<file path="src/rtl/core/tun_sqrt.sv">
// Pipelined integer square root, one result bit per stage, with a sideband
// that travels in step with each radicand. Depends on no package.
module tun_sqrt #(
	parameter int SUM_W  = 64,
	parameter int SIDE_W = 8
) (
	input  logic                 clk,
	input  logic                 arst_n,
	input  logic                 en,
	input  logic                 in_valid,
	input  logic [SUM_W-1:0]     radicand,
	input  logic [SIDE_W-1:0]    side_in,
	output logic                 out_valid,
	output logic [SUM_W/2-1:0]   root,
	output logic [SIDE_W-1:0]    side_out
);
	localparam int RW = SUM_W / 2;

	logic              vld_s  [RW+1];
	logic [SUM_W-1:0]  rad_s  [RW+1];
	logic [RW:0]       rem_s  [RW+1];
	logic [RW-1:0]     root_s [RW+1];
	logic [SIDE_W-1:0] side_s [RW+1];

	assign vld_s[0]  = in_valid;
	assign rad_s[0]  = radicand;
	assign rem_s[0]  = '0;
	assign root_s[0] = '0;
	assign side_s[0] = side_in;

	for (genvar k = 0; k < RW; k++) begin : g_stage
		logic [RW+2:0] cur;
		logic [RW+2:0] trial;
		logic          ge;

		always_comb begin
			cur   = {rem_s[k], rad_s[k][SUM_W-1 -: 2]};
			trial = {1'b0, root_s[k], 2'b01};
			ge    = cur >= trial;
		end

		always_ff @(posedge clk or negedge arst_n) begin
			if (!arst_n) begin
				vld_s[k+1] <= 1'b0;
			end else if (en) begin
				vld_s[k+1] <= vld_s[k];
			end
		end

		always_ff @(posedge clk) begin
			if (en) begin
				rad_s[k+1]  <= {rad_s[k][SUM_W-3:0], 2'b00};
				// The remainder never exceeds twice the partial root.
				rem_s[k+1]  <= ge ? (RW+1)'(cur - trial) : (RW+1)'(cur);
				root_s[k+1] <= {root_s[k][RW-2:0], ge};
				side_s[k+1] <= side_s[k];
			end
		end
	end

	assign out_valid = vld_s[RW];
	assign root      = root_s[RW];
	assign side_out  = side_s[RW];

endmodule

</file>
<file path="config.mk">
export PLATFORM = sky130hd
export DESIGN_NAME = tun_sqrt
export DESIGN_NICKNAME = d
export VERILOG_FILES = /design/src/rtl/core/tun_sqrt.sv
export SDC_FILE = /design/constraint.sdc
export NUM_CORES = 2
export LEC_CHECK = 0
export BUFFER_PORTS_ARGS = -buffer_cell sky130_fd_sc_hd__buf_2
export CAP_MARGIN = 40
export CORE_MARGIN = 2
export CORE_UTILIZATION = 50
export CTS_CLUSTER_DIAMETER = 100
export DETAILED_ROUTE_END_ITERATION = 12
export HOLD_SLACK_MARGIN = 0.06
export PLACE_DENSITY = 0.65
export SETUP_SLACK_MARGIN = 0.4
export SYNTH_ARGS = -nofsm -noshare
export SYNTH_HDL_FRONTEND = slang
export SYNTH_SLANG_ARGS = --single-unit
</file>
<file path="constraint.sdc">
create_clock -name clk -period 7.4 [get_ports clk]
set_input_delay 1.48 -clock clk [delete_from_list [all_inputs] [get_ports clk]]
set_output_delay 1.48 -clock clk [all_outputs]
set_load 0.05 [all_outputs]
</file>
# == Word level (Yosys, flattened, before mapping) ==
# Index checks and enable logic that the tools add are counted.
# totals
reg_bits,2801
input_bits,76
output_inout_bits,41
word_cells,253
# classes
addsub,31
order_cmp,32
mux,31
# ops
op,count
$mux W33,30
$ge A35 B10 Y1,1
$ge A35 B11 Y1,1
$ge A35 B12 Y1,1
$ge A35 B13 Y1,1
$ge A35 B14 Y1,1
$ge A35 B15 Y1,1
$ge A35 B16 Y1,1
$ge A35 B17 Y1,1
$ge A35 B18 Y1,1
$ge A35 B19 Y1,1
$ge A35 B20 Y1,1
$ge A35 B21 Y1,1
$ge A35 B22 Y1,1
$ge A35 B23 Y1,1
$ge A35 B24 Y1,1
$ge A35 B25 Y1,1
$ge A35 B26 Y1,1
$ge A35 B27 Y1,1
$ge A35 B28 Y1,1
$ge A35 B29 Y1,1
$ge A35 B3 Y1,1
$ge A35 B30 Y1,1
$ge A35 B31 Y1,1
41 further kinds,41

# == Logic depth before layout (Yosys ltp) ==
# depth
depth_word,2
ltp_mapped,17
ltp_nobuf,14

# == Worst setup path after synthesis ==
# OpenSTA, ideal clock, no wires.
# synth_path
path_kind,register -> register
start,"register rem_s, in the netlist g_stage[6].cur[14]"
end,"register rem_s, in the netlist g_stage[7].cur[34], data pin"
setup_ns,0.266
t_arrival_ns,3.994
required_ns,7.134
path_slack_ns,3.140
stages_incl_launch_ff,15
path_buffers,3
period_less_slack_ns,4.260
cell_sequence,edfxtp_1 or4_4 or4_1 or3_1 or4_1 clkbuf_1 or3_1 clkbuf_1 or3_4 nor4_4 inv_2 nand3_2 buf_6 nor3_1 xor2_1
# synth_via
elab_chain_cells,2
word_cells_on_any_way,3
classes_between,add/sub: 1; order compare: 1; mux: 1
# synth_lines
element,line_no,rtl
from (decl),21,logic [RW:0] rem_s [RW+1];
"from (signal, indexed assignment)",54,rem_s[k+1] <= ge ? (RW+1)'(cur - trial) : (RW+1)'(cur);
$ge A35 B8 Y1,39,ge = cur >= trial;
via g_stage[6].ge,34,logic ge;
$mux W33,54,
# The timed path passes the listed nets, and every way through them passes these cells.
# A chain may end at the register's enable or synchronous reset.

# == Final worst setup path ==
# layout_path
start,"register rem_s, in the netlist g_stage[6].cur[14]"
end,"register rem_s, in the netlist g_stage[7].cur[20], data pin"
# The elaborated chain is that of the path after synthesis.

==> metrics <==
die width=504 µm; Sw Ratio=between 20 and 30%; R2R Setup Slk=around 2.4 ns; Max clock buf depth=4; antenna violations before repair=2; clock power share=~33%; sequential element share of the synthesized area=between 60% and 70%; final weighted congestion in routability-driven placement=0.882; Total Routed Length=between 200 and 300 mm; count of cell types in the netlist=86; overflow left after global routing=0; clock transition at the register clock pins on the worst setup and hold paths after CTS=0.06 ns; endpoint with the worst hold slack=rad_s[1724]$_DFFE_PP_; arrival time of data at the critical path endpoint=roughly 5.6 ns; #FFs+latches synth=~2.8k; count of input and output buffers=116; total of endpoints with negative setup slack in the final report=0; cell breakdown of the critical path=or4_4 > or4_1 > or3_1 > or4_1 > or3_1 > or3_4 > nor4_4 > inv_2 > nand3_2 > nor4_1 > xor2_1; placed cell count=12.7k; Avg Cell Area, Syn=13.4 µm²; cell at the root of the clock tree=clkbuf_16; fraction of the mapped netlist area in compound gates=roughly 9.0%; met3 GRT Util=~2.5%; main flop type after synthesis=edfxtp_1; met2 track demand over resource=about a third; final worst-path cycle share=67.0%; dominant combinational cell family by area after synthesis=simple AND/OR/NAND/NOR gates; number of cells upsized or downsized after cts=0; number of flops mapped to enable cells by yosys=between 2k and 3k; Starting Density=50.3%; final instance count without filler cells=roughly 13k; standard cell core area=0.249 mm²; P_leak=roughly 53 nW; filler cell count=between 20k and 25k; Syn-to-layout area delta=11.5%; outcome=finished clean; maximum vdd drop=approximately 0.26 mV; category of cells accounting for the largest share of critical-path delay=simple AND/OR/NAND/NOR gates; number of rows in the core area=roughly 180; Post-CTS Repair Setup Buffers=0; fraction of the mapped netlist area in adder cells=5.61%; final number of max-transition violations=0; total negative setup slack=0 ns; internal power=~32 mW; fin nets=slightly above 10k; number of cells produced by synthesis=between 9k and 10k; start point of the worst hold path=rad_s[1786]$_DFFE_PP_; most frequently used cell type in the post-synthesis netlist=edfxtp_1; portion of netlist area occupied by mux cells=less than 1%; worst skew pair latency=~0.94 ns; worst min path class=register to register; Tmin final=between 4 and 5 ns; Sink Count=between 2k and 3k; setup repair after global routing missed its margin=false; global routing usage on met1=around a quarter; final antenna-violating net count=0; total power density per cell area=317 mW/mm²; core occupancy in the finished layout=a little under three fifths; area share of the leading cell type in the synthesized netlist=66.1%; share of synthesized flip-flops with an asynchronous set or reset=1.15%; list of most frequent post-synthesis cells=edfxtp_1 (2,751), nand2_1 (702), inv_1 (700); Reg2Reg Capture Point=g_stage[7].cur[20]$_DFFE_PP_; CTS buffer count=311; drt wl/cell=approximately 19 µm; CP bufs+invs=1; clock skew after layout=approximately 0.087 ns; mean number of vias per cell=roughly 5.5; clock tree from TritonCTS=yes; detailed-routing iteration count for the pre-antenna-repair pass=6; required time of the critical path=between 8 and 9 ns; first-pass GRT wire length=roughly 400 mm; Clock H-tree levels=5; maximum number of pins on one net before global-route repair=around 190; Sw Pwr=12.3 mW; number of nets produced by synthesis=9,993; Iter 0 DRT Violations=just over 6k; DRC violations left=0; standard cell with the maximum stage delay on the critical path=nor4_4; xor and xnor fraction of the mapped netlist area=approximately 5.5%; maxcap violations=0; netlist area before placement=0.125 mm²; number of global-route vias before repair=71.8k; Hold Path Depth=0; relative slew slack=between 20% and 30%; maximum clock frequency=around 200 MHz; worst reg2reg path startpoint=g_stage[6].cur[14]$_DFFE_PP_; # IOs=117; critical path type=register to register; cell type with the highest aggregate area in the netlist=edfxtp_1; sequential cell fraction of total power=between 40% and 50%; Detailed Place HPWL=roughly 180 mm; synthesized-area fraction occupied by and/or/nand/nor cells=under 10%; number of hold-slack violations in the final timing report=0; most utilized layer in the global route result=met2; biggest area contributors in the synthesized netlist=edfxtp_1 (66%), ha_1 (5.6%), xor2_1 (2.9%); chip height=about 500 µm; worst slew pin tran=between 1 and 1.5 ns; Worst R2R Path Depth=11; crit-path max FO=14; area of the die=between 0.2 and 0.3 mm²; Hold-fix buffers, CTS=0; layout cells sized above 1=8.22%; Worst setup SP type=register; part of the power in combinational logic=19.0%; slowest stage delay, CP=around 0.67 ns; total global routing track utilization=roughly a fifth; YS warnings=0; critical path capture point type=register; number of vias after detailed routing=a little over 70k
[cell type report]
type | instances | area [µm²] | share of cell area (%)
Timing Repair Buffer | 184 | 1310 | 0.940
Multi-Input combinational cell | 5659 | 38200 | 27.4
Tap cell | 3330 | 4170 | 2.99
Sequential cell | 2783 | 83400 | 59.8
Antenna cell | 2 | 5.00 | 0.00359
Clock buffer | 368 | 8090 | 5.80
Inverter | 703 | 2640 | 1.89
Clock inverter | 174 | 1540 | 1.11
[worst max-delay path by stage]
| stage | start | to | cells after the start |
|---|---|---|---|
| finish | g_stage[6].cur[14]$_DFFE_PP_ | g_stage[7].cur[20]$_DFFE_PP_ | 11 |
| global route | g_stage[6].cur[14]$_DFFE_PP_ | g_stage[7].cur[20]$_DFFE_PP_ | 11 |
| floorplan | g_stage[6].cur[14]$_DFFE_PP_ | g_stage[7].cur[34]$_DFFE_PP_ | 14 |
| CTS | g_stage[6].cur[14]$_DFFE_PP_ | g_stage[7].cur[20]$_DFFE_PP_ | 11 |
| detailed placement | g_stage[6].cur[14]$_DFFE_PP_ | g_stage[7].cur[20]$_DFFE_PP_ | 11 |
| global placement | g_stage[6].cur[14]$_DFFE_PP_ | g_stage[7].cur[16]$_DFFE_PP_ | 11 |
[per-stage QoR]
| step | hold slack, ns | setup slack (ns) | power, mW | cell area (µm²) |
|---|---|---|---|---|
| after floorplan | 0.400 | 3.14 | 27.0 | 125000 |
| after global placement | 0.400 | 2.50 | 29.8 | 130000 |
| after detailed placement | 0.405 | 2.43 | 29.9 | 130000 |
| after CTS | 0.372 | 2.42 | 44.7 | 139000 |
| after global routing | 0.375 | 2.17 | 46.4 | 139000 |
| final | 0.377 | 2.44 | 44.2 | 139000 |
[worst register-to-register path, delay by kind of cell (launching register included)]
kind | cells | cell delay [ns]
buf+inv | 1 | 0.16
xor+xnor | 1 | 0.15
flops | 1 | 0.42
simple gates | 9 | 3.97
[power by group through the flow]
stage / Combinational (mW) / Sequential [mW] / Clock (mW)
after floorplan: 6.14 / 20.9 / 0
after global placement: 8.26 / 21.5 / 0
after detailed placement: 8.36 / 21.5 / 0
after CTS: 8.41 / 21.2 / 15.1
after global routing: 9.41 / 21.4 / 15.7
final: 8.39 / 21.2 / 14.6
[cells by family after synthesis]
kind of cell	count (synthesis)
fa+ha+maj	561
buf+inv	914
compound gates	1819
xor+xnor	785
mux	103
simple gates	2390
other cells	1
flops	2783
[registers in the layout (all words and copies together) (netlist names)]
name / count
g_stage.cur: 1037
g_stage.trial: 496
out_valid: 1
vld_s: 31
side_out: 8
root: 32
rad_s: 930
side_s: 248
[per-layer routing]
layer | up-vias | wire length (µm)
li1 | 35300 | -
met1 | 35200 | 111000
met2 | 1542 | 124000
met3 | 452 | 9640
met4 | 0 | 7830
met5 | - | 0
[cell usage in the layout (no fill, tap or decap), drive strengths merged, types with 106 or more instances in the layout]
master,count
edfxtp,2751
inv,714
nand2,702
o21ai,562
ha,561
a21oi,482
nor2,479
xor2,417
clkbuf,369
xnor2,368
nor3,246
a21o,222
buf,181
nand3,130
nor4,126
clkinv,125
nand2b,123
o21a,106
(Power assumes the default switching activity.)
